==> src/rtl/core/clpf_pkg.sv <==
// Shared types and constants of the cache line placement block.
package clpf_pkg;

  localparam int ADDR_W  = 32;
  localparam int LINES   = 64;
  localparam int LINE_W  = 6;
  localparam int OFF_W   = 5;
  localparam int LOG_W   = 3;
  localparam int OUT_W   = 40;
  localparam int PADDR_W = 4;

  // Largest usable log2 of the line count.
  localparam logic [LOG_W-1:0] LINES_LOG2_CAP = 3'd6;

  // Configuration register indexes (word addresses).
  localparam logic [1:0] REG_OFFSET_BITS = 2'd0;
  localparam logic [1:0] REG_LINES_LOG2  = 2'd1;
  localparam logic [1:0] REG_WAYS_LOG2   = 2'd2;

  typedef struct packed {
    logic              en;
    logic [LINE_W-1:0] addr;
    logic [ADDR_W-1:0] data;
  } blk_wr_t;

  typedef struct packed {
    logic              en;
    logic [LINE_W-1:0] addr;
    logic [LINE_W-1:0] data;
  } ptr_wr_t;

  typedef enum logic [2:0] {
    ST_IDLE = 3'b001,
    ST_RD   = 3'b010,
    ST_FIN  = 3'b100
  } state_t;

endpackage

==> src/rtl/core/cache_line_placement_fifo_core.sv <==
// Top level of the cache line placement block with oldest-first replacement.
//
// Each input beat on the s_ side carries one byte address. The block drops the
// offset bits, selects a set from the low block-address bits and places the
// block in the first invalid way of that set, otherwise in the oldest way.
// One result beat per input beat leaves on the m_ side: the line written,
// whether a valid line was replaced and the replaced block address.
// A beat is accepted while idle, or in the final state of the one before once
// the output register is free. The per-set pointer is read in the accept
// cycle; the following cycle decides the way, reads the old block and writes
// the line and pointer stores back; the final state loads the output register.
// The output register lets the next beat be accepted while a result waits;
// when the receiver stalls, at most one further beat is taken and then
// s_tready stays low until the output register frees.
// Reset (synchronous, active high) clears all line valid bits and set
// pointers and restores the registers to their defaults; no clearing pass.
// The registers sit on the APB port at 0x0, 0x4 and 0x8 and should only be
// written while the block is idle.
module cache_line_placement_fifo_core
  import clpf_pkg::*;
(
  input  logic               clk,
  input  logic               rst,
  // APB configuration port
  input  logic               psel,
  input  logic               penable,
  input  logic               pwrite,
  input  logic [PADDR_W-1:0] paddr,
  input  logic [31:0]        pwdata,
  output logic [31:0]        prdata,
  output logic               pready,
  // Input stream
  input  logic               s_tvalid,
  output logic               s_tready,
  input  logic [ADDR_W-1:0]  s_tdata,   // [31:0] byte_address
  // Result stream
  output logic               m_tvalid,
  input  logic               m_tready,
  output logic [OUT_W-1:0]   m_tdata    // [5:0] line_index, [6] evicted,
                                        // [38:7] evicted_block, [39] zero
);

  logic [OFF_W-1:0] offset_bits;
  logic [LOG_W-1:0] lines_log2;
  logic [LOG_W-1:0] ways_log2;

  state_t state, state_next;

  logic              s_acc;
  logic              out_free;
  logic [ADDR_W-1:0] in_block;
  logic [LOG_W-1:0]  llog, wlog, sets_log2;
  logic [LINE_W-1:0] set_mask, in_set, in_base, in_way_mask;

  logic [ADDR_W-1:0] block;
  logic [LINE_W-1:0] set_q, base_q, way_mask_q;
  logic [LOG_W-1:0]  wlog_q;

  logic [LINES-1:0]  line_valid;
  logic [LINES-1:0]  window;
  logic [LINES-1:0]  free_ways;
  logic              found;
  logic [LINE_W-1:0] first_free;
  logic [LINE_W-1:0] way, line;
  logic [LINE_W-1:0] ptr_rd;
  logic [ADDR_W-1:0] blk_rd;

  logic [LINE_W-1:0] line_q;
  logic              ev_q;

  blk_wr_t blk_wr;
  ptr_wr_t ptr_wr;
  logic    cfg_wr;

  // Configuration registers.
  assign pready = 1'b1;
  assign cfg_wr = psel && penable && pwrite;

  always_ff @(posedge clk) begin
    if (rst) begin
      offset_bits <= 5'd4;
      lines_log2  <= 3'd6;
      ways_log2   <= 3'd0;
    end else if (cfg_wr) begin
      unique case (paddr[3:2])
        REG_OFFSET_BITS: offset_bits <= pwdata[OFF_W-1:0];
        REG_LINES_LOG2:  lines_log2  <= pwdata[LOG_W-1:0];
        REG_WAYS_LOG2:   ways_log2   <= pwdata[LOG_W-1:0];
        default:         ;
      endcase
    end
  end

  always_comb begin
    unique case (paddr[3:2])
      REG_OFFSET_BITS: prdata = {27'd0, offset_bits};
      REG_LINES_LOG2:  prdata = {29'd0, lines_log2};
      REG_WAYS_LOG2:   prdata = {29'd0, ways_log2};
      default:         prdata = '0;
    endcase
  end

  // Geometry of the incoming access.
  always_comb begin
    llog        = (lines_log2 > LINES_LOG2_CAP) ? LINES_LOG2_CAP : lines_log2;
    wlog        = (ways_log2 > llog) ? llog : ways_log2;
    sets_log2   = llog - wlog;
    set_mask    = LINE_W'((7'd1 << sets_log2) - 7'd1);
    in_way_mask = LINE_W'((7'd1 << wlog) - 7'd1);
    in_block    = s_tdata >> offset_bits;
    in_set      = in_block[LINE_W-1:0] & set_mask;
    in_base     = LINE_W'(in_set << wlog);
  end

  assign out_free = !m_tvalid || m_tready;
  assign s_tready = (state == ST_IDLE) || ((state == ST_FIN) && out_free);
  assign s_acc    = s_tvalid && s_tready;

  always_comb begin
    state_next = state;
    unique case (state)
      ST_IDLE: if (s_acc) state_next = ST_RD;
      ST_RD:   state_next = ST_FIN;
      ST_FIN: begin
        if (out_free) begin
          state_next = s_acc ? ST_RD : ST_IDLE;
        end
      end
      default: state_next = ST_IDLE;
    endcase
  end

  always_ff @(posedge clk) begin
    if (rst) begin
      state <= ST_IDLE;
    end else begin
      state <= state_next;
    end
  end

  always_ff @(posedge clk) begin
    if (s_acc) begin
      block      <= in_block;
      set_q      <= in_set;
      base_q     <= in_base;
      way_mask_q <= in_way_mask;
      wlog_q     <= wlog;
    end
  end

  // First invalid way of the set: the valid bits are aligned to the set base.
  always_comb begin
    window     = line_valid >> base_q;
    free_ways  = ~window & ((LINES'(1) << (LINES'(1) << wlog_q)) - LINES'(1));
    found      = 1'b0;
    first_free = '0;
    for (int i = LINES - 1; i >= 0; i--) begin
      if (free_ways[i]) begin
        found      = 1'b1;
        first_free = LINE_W'(i);
      end
    end
    way  = found ? first_free : (ptr_rd & way_mask_q);
    line = base_q + way;
  end

  always_comb begin
    blk_wr.en   = (state == ST_RD);
    blk_wr.addr = line;
    blk_wr.data = block;
    ptr_wr.en   = (state == ST_RD);
    ptr_wr.addr = set_q;
    ptr_wr.data = (way + LINE_W'(1)) & way_mask_q;
  end

  always_ff @(posedge clk) begin
    if (rst) begin
      line_valid <= '0;
    end else if (state == ST_RD) begin
      line_valid[line] <= 1'b1;
    end
  end

  always_ff @(posedge clk) begin
    if (state == ST_RD) begin
      line_q <= line;
      ev_q   <= line_valid[line];
    end
  end

  clpf_ptr_store u_ptr_store (
    .clk     (clk),
    .rst     (rst),
    .rd_en   (s_acc),
    .rd_addr (in_set),
    .rd_data (ptr_rd),
    .wr      (ptr_wr)
  );

  clpf_block_ram u_block_ram (
    .clk     (clk),
    .rd_en   (state == ST_RD),
    .rd_addr (line),
    .rd_data (blk_rd),
    .wr      (blk_wr)
  );

  // Output register.
  always_ff @(posedge clk) begin
    if (rst) begin
      m_tvalid <= 1'b0;
    end else if ((state == ST_FIN) && out_free) begin
      m_tvalid <= 1'b1;
    end else if (m_tready) begin
      m_tvalid <= 1'b0;
    end
  end

  always_ff @(posedge clk) begin
    if ((state == ST_FIN) && out_free) begin
      m_tdata <= {1'b0, (ev_q ? blk_rd : {ADDR_W{1'b0}}), ev_q, line_q};
    end
  end

endmodule

==> src/rtl/core/clpf_block_ram.sv <==
// Block address store of the cache lines, one synchronous read and one write port.
module clpf_block_ram
  import clpf_pkg::*;
(
  input  logic              clk,
  input  logic              rd_en,
  input  logic [LINE_W-1:0] rd_addr,
  output logic [ADDR_W-1:0] rd_data,
  input  blk_wr_t           wr
);

  logic [ADDR_W-1:0] mem [LINES];

  // A read and a write to the same entry in one cycle return the old contents.
  always_ff @(posedge clk) begin
    if (rd_en) begin
      rd_data <= mem[rd_addr];
    end
    if (wr.en) begin
      mem[wr.addr] <= wr.data;
    end
  end

endmodule

==> src/rtl/core/clpf_ptr_store.sv <==
// Per-set replacement pointer store; entries never written read as zero.
module clpf_ptr_store
  import clpf_pkg::*;
(
  input  logic              clk,
  input  logic              rst,
  input  logic              rd_en,
  input  logic [LINE_W-1:0] rd_addr,
  output logic [LINE_W-1:0] rd_data,
  input  ptr_wr_t           wr
);

  logic [LINE_W-1:0] mem [LINES];
  logic [LINES-1:0]  written;
  logic [LINE_W-1:0] rd_raw;
  logic              rd_written;

  always_ff @(posedge clk) begin
    if (rd_en) begin
      rd_raw <= mem[rd_addr];
    end
    if (wr.en) begin
      mem[wr.addr] <= wr.data;
    end
  end

  always_ff @(posedge clk) begin
    if (rst) begin
      written    <= '0;
      rd_written <= 1'b0;
    end else begin
      if (rd_en) begin
        rd_written <= written[rd_addr];
      end
      if (wr.en) begin
        written[wr.addr] <= 1'b1;
      end
    end
  end

  assign rd_data = rd_written ? rd_raw : '0;

endmodule

==> config.mk <==
export PLATFORM = sky130hd
export DESIGN_NAME = cache_line_placement_fifo_core
export DESIGN_NICKNAME = d
export VERILOG_FILES = /design/src/rtl/core/clpf_pkg.sv /design/src/rtl/core/cache_line_placement_fifo_core.sv /design/src/rtl/core/clpf_block_ram.sv /design/src/rtl/core/clpf_ptr_store.sv
export SDC_FILE = /design/constraint.sdc
export NUM_CORES = 2
export LEC_CHECK = 0
export CAP_MARGIN = 20
export CELL_PAD_IN_SITES_DETAIL_PLACEMENT = 1
export CELL_PAD_IN_SITES_GLOBAL_PLACEMENT = 1
export CORE_AREA = 2 2 438 440
export DETAILED_ROUTE_END_ITERATION = 12
export DIE_AREA = 0 0 440 442
export DONT_BUFFER_PORTS = 1
export PLACE_DENSITY_LB_ADDON = 0.25
export SETUP_SLACK_MARGIN = 0.02
export SKIP_LAST_GASP = 1
export SLEW_MARGIN = 10
export SYNTH_ARGS = -nofsm -noshare
export SYNTH_HDL_FRONTEND = slang
export SYNTH_SLANG_ARGS = --single-unit
==> constraint.sdc <==
create_clock -name clk -period 18.31 [get_ports clk]
set_clock_uncertainty 0.2 [all_clocks]
set_input_delay 0 -clock clk [delete_from_list [all_inputs] [get_ports clk]]
set_output_delay 0 -clock clk [all_outputs]
set_load 0.005 [all_outputs]
# == After elaboration in Yosys (flattened, before gate mapping) ==
# Memory sizes are Yosys's and may differ from the RTL's. A register that Yosys moved wholly into a read port is not among the register bits.
# Index checks and enable logic that the tools add are counted.
# totals
ff_bits,243
mem_bits_rw,2432
output_inout_bits,75
mem_count,2
word_cells,217
# mem_list
memory,depth,width,rd,rd_ports_with_merged_regs,write_ports,line,rtl
u_block_ram.mem,64,32,1,1,1,clpf_block_ram.sv:12,logic [ADDR_W-1:0] mem [LINES];
u_ptr_store.mem,64,6,1,1,1,clpf_ptr_store.sv:13,logic [LINE_W-1:0] mem [LINES];
# op_classes
eq_ne,7
bitwise_logic,7
addsub,6
mux,149
n_lt_le_gt_ge,7
shift,7
reduce_logical,15
# op_table
operator,n
$mux W6,66
$or A64 B64 Y64,2
$mux W1,72
$and A64 B64 Y64,1
$not A64 Y64,1
$shl A1 B3 Y64 const A,1
$shl A1 B64 Y64 const A,1
$shr A64 B6 Y64,1
$sub A64 B1 Y64 const B,1
$shr A32 B5 Y32,1
$lt A6 B7 Y1 const B,3
$and A6 B6 Y6,3
$pmux W5 S3,1
$bmux W1 S6,2
$demux W1 S6,2
$ge A6 B1 Y1 const B,2
$mux W3,4
$shl A1 B3 Y6 const A,2
$sub A6 B1 Y6 const B,2
$pmux W3 S3,1
$reduce_and A2 Y1,4
$add A6 B1 Y6 const B,1
$add A6 B6 Y6,1
$logic_and A1 B1 Y1,6
other kinds (15),17

# == Logic depth before layout (Yosys ltp) ==
# logic_depth
word_depth,75
mapped_depth,32
ltp_nobuf,27

# == Hierarchy ==
# From an unflattened synthesis, not the netlist that was laid out.
# hier_totals
cells_unflattened,6043
hier_area_um2,112830.7
# by_module_without_submodules
module,cells_each,n_inst,area_per_inst_um2
clpf_block_ram,3324,1,78835.6
clpf_ptr_store,920,1,17594.4
cache_line_placement_fifo_core,1799,1,16400.7

# == Least setup slack after synthesis ==
# OpenSTA, ideal clock, no wires.
# synth_path
path_kind,register to register
startpoint,register base_q[0]
endpoint,"memory u_block_ram.mem[46][0], enable pin"
stages_incl_launch_ff,24
period_less_slack_ps,8286
slack_ps,10024
arrival_time_ps,7663
t_required_ps,17687
n_path_buf,6
cell_sequence,edfxtp_1 -> buf_4 -> buf_6 -> mux2i_1 -> a222oi_1 -> a31oi_1 -> o211a_2 -> a31o_1 -> or4_1 -> or4_4 -> nor4_1 -> nand3_1 -> nand3_1 -> ha_1 -> inv_1 -> fa_1 -> xor2_1 -> nor3_1 -> clkbuf_1 -> buf_1 -> clkbuf_1 -> clkbuf_1 -> nand2_1 -> nor2_1
# synth_between
elab_chain_len,69
# synth_rtl
element,line,rtl
start: declaration,cache_line_placement_fifo_core.sv:56,"logic [LINE_W-1:0] set_q, base_q, way_mask_q;"
start signal: assignment,cache_line_placement_fifo_core.sv:145,base_q <= in_base;
$shr A64 B6 Y64,cache_line_placement_fifo_core.sv:153,window = line_valid >> base_q;
$not A64 Y64,cache_line_placement_fifo_core.sv:154,free_ways = ~window & ((LINES'(1) << (LINES'(1) << wlog_q)) - LINES'(1));
$and A64 B64 Y64,cache_line_placement_fifo_core.sv:154,
$mux W6 or $mux W1 (tied branches) (64 in a row),cache_line_placement_fifo_core.sv:158,if (free_ways[i]) begin
$mux W6,cache_line_placement_fifo_core.sv:163,way = found ? first_free : (ptr_rd & way_mask_q);
$add A6 B6 Y6 *,cache_line_placement_fifo_core.sv:164,line = base_q + way;
end: declaration,clpf_block_ram.sv:12,
# Every way passes the cells marked *; elsewhere a longest branch is shown, timed or not.

==> results.json <==
{
  "grt_pass1_wl_um": 574000,
  "drive_above_1_share_pct": 12.0,
  "path_max_fanout": 114,
  "rsz0062_at_grt": "no",
  "ir_drop_uv": 145,
  "clk_latency_ns": 0.96,
  "cts_hold_buf": 102,
  "placedCellCount": 9374,
  "drtIter0Drc": 13600,
  "dp_hpwl_um": 218000,
  "gp_congestion": 0.962,
  "r2r_slack_ns": 6.47,
  "synth_ff_type": "edfxtp_1",
  "fin_util_pct": 64.5,
  "postCtsSetupRepairBufs": 0,
  "fin_crit_ns": 11.84,
  "routed_wl_um": 409000,
  "pin_count": 150,
  "hold_path.class": "in2out",
  "path_class": "reg2reg",
  "fmax_mhz": 84.5,
  "synth.area.top_cells": "edfxtp_1 71%, a22oi_1 4.9%, dfxtp_1 2.6%",
  "drv_slew": 0,
  "cts_resized": 0,
  "p_per_area_nw_per_um2": 128,
  "yosysUniqueCellTypes": 90,
  "fin_crit_sh_pct": 64.6,
  "die_area_um2": 194000,
  "final_common_cell": "edfxtp_1",
  "worstPathArrival_ns": 12.19,
  "tritoncts": "yes",
  "synth_area_um2": 109000,
  "drc_errors": 0,
  "grt_max_degree": 135,
  "reg2regPathDepth": 24,
  "die_w_um": 440,
  "p_leak_nw": 38.5,
  "stdcell_count": 9963,
  "grt_pass1_vias": 77700,
  "tns_ns": 0,
  "clock_sinks": 2713,
  "cp.required_ns": 18.66,
  "placementRows": 160,
  "via_per_inst": 7.69,
  "min_path_cells": 3,
  "fillCellCount": 16500,
  "worstMarginPinSlew_ns": 1.19,
  "hold_ws_ns": 0.0255,
  "worstHoldStart": "paddr[2]",
  "gr-usage-all-layers_pct": 41.4,
  "maxSlewHeadroom_pct": 20.4,
  "ys_seq_elements": 2713,
  "core-area_um2": 190000,
  "die_h_um": 442,
  "synth_cells": 7199,
  "vias": 76700,
  "run_status": "finished, final reports clean",
  "clockBufferDepth": 4,
  "finalSetupViolations": 0,
  "cp-end-kind": "register",
  "drv_cap": 0,
  "async_flop_share_pct": 0,
  "grt_antenna_before_repair": 22,
  "rr_endpoint": "u_block_ram.mem[27][7]",
  "cts-htree-levels": 5,
  "numCtsBuffers": 283,
  "syn_to_final_growth_pct": 11.8,
  "cts_root_buf": "clkbuf_16",
  "synth_top_area_share_pct": 70.5,
  "postRouteAntennaNets": 0,
  "synth_edf_count": 2569,
  "hold_viol_final": 0,
  "avgSynthCellArea_um2": 15.2,
  "clk_pin_slew_worst_paths_ns": 0.06,
  "nets": 7343,
  "firstDrtPassIters": 9,
  "synth.yosys.seq_area_share_pct": 73.1,
  "whs_endpoint": "prdata[0]",
  "synth_area_leader_cell": "edfxtp_1",
  "place.port_buffers": 0,
  "ys.warnings.count": 0,
  "avgRoutedWirePerCell_um": 41.0,
  "critPathLaunchType": "register",
  "start_util_pct": 57.7,
  "r2r-start": "base_q[3]",
  "overflow": 0,
  "layout_common_cells": "2569 x edfxtp_1, 719 x a22oi_1, 562 x nand2_1, 307 x nor2_1, 285 x clkbuf_16"
}
[stage by stage]
| step | setup slack, ns | power, W | instance area, µm² |
|---|---|---|---|
| floorplan | 10.02 | 0.00872 | 110000 |
| global placement | 7.13 | 0.00979 | 113000 |
| detailed placement | 6.87 | 0.00990 | 113000 |
| CTS | 6.89 | 0.0155 | 122000 |
| global route | 6.37 | 0.0159 | 122000 |
| finish | 6.47 | 0.0157 | 122000 |
[kinds of logic after synthesis]
group           synth area share, %
compound gates                 13.3
xor+xnor                      0.119
fa+ha+maj                     0.185
buf+inv                        2.36
flops                          73.1
mux                            3.87
other cells                 0.00686
simple gates                   7.06
[critical path, cell delays in order (launching register included)]
cell and delay (ns):
edfxtp_1 0.74, buf_4 0.75, buf_4 0.68, mux2_2 0.29, o22ai_1 0.10, a211oi_1 0.56
a222oi_1 0.14, buf_4 0.23, a31o_2 0.25, nor4_1 0.95, nand4bb_1 0.40, nor4_1 0.52
nand3_1 0.14, nand3_1 0.35, ha_1 0.25, inv_1 0.06, fa_1 0.43, xor2_1 0.18
buf_4 0.22, inv_1 0.18, nor2_4 0.74, buf_12 0.61, nand2_1 0.74, nor2_4 0.99
buf_4 0.54
[worst max-delay path by stage]
stage | start | end | depth (start not counted)
4_1_cts | base_q[3] | u_block_ram.mem[27][25] | 24
5_1_grt | base_q[0] | u_block_ram.mem[27][25] | 23
3_5_place_dp | base_q[3] | u_block_ram.mem[27][12] | 24
2_1_floorplan | base_q[0] | u_block_ram.mem[46][0] | 23
3_3_place_gp | base_q[3] | u_block_ram.mem[27][4] | 24
6_report | base_q[3] | u_block_ram.mem[27][7] | 24
[cell usage after synthesis (125+ instances only)]
library cell,n
edfxtp_1,2569
mux2i_1,130
nand2_1,563
a22o_1,201
a221oi_1,195
nand3_1,161
a31oi_1,125
clkbuf_1,408
a22oi_1,719
nand4_1,219
nor2_1,383
dfxtp_1,144
[cell type report]
cell class                      count  area (µm²)  area share [%]
Timing Repair Buffer              312        2770            2.26
Clock inverter                    131        1200           0.981
Multi-Input combinational cell   3900       27500            22.5
Tap cell                         2511        3140            2.57
Clock buffer                      348        7480            6.11
Inverter                           43         170           0.139
Antenna cell                        5        12.5          0.0102
Sequential cell                  2713       80000            65.4
[registers in the layout, summed over array words and instances, names as in the netlist, 3 cells and up]
| signal | flops |
|---|---|
| base_q | 6 |
| block | 32 |
| line_q | 6 |
| line_valid | 64 |
| lines_log2 | 3 |
| m_tdata | 39 |
| offset_bits | 5 |
| set_q | 6 |
| state | 3 |
| u_block_ram.mem | 2048 |
| u_block_ram.rd_data | 32 |
| u_ptr_store.mem | 384 |
| u_ptr_store.rd_raw | 6 |
| u_ptr_store.written | 64 |
| way_mask_q | 6 |
| ways_log2 | 3 |
| wlog_q | 3 |
[layer usage]
| metal | up-vias | global-route usage (%) | share of wire, % |
|---|---|---|---|
| li1 | 29300 | - | - |
| met1 | 38700 | 53.8 | 34 |
| met2 | 7167 | 63.4 | 46 |
| met3 | 1480 | 12.1 | 14 |
| met4 | 14 | 21.7 | 5.8 |
| met5 | - | 0 | 0.023 |
[power breakdown]
| part | internal (W) | switching, W |
|---|---|---|
| registers | 0.00687 | 0.0000230 |
| logic | 0.000857 | 0.00228 |
| clock network | 0.00318 | 0.00248 |
| total | 0.0109 | 0.00478 |
Note: power is estimated with default switching activity, not from simulation.
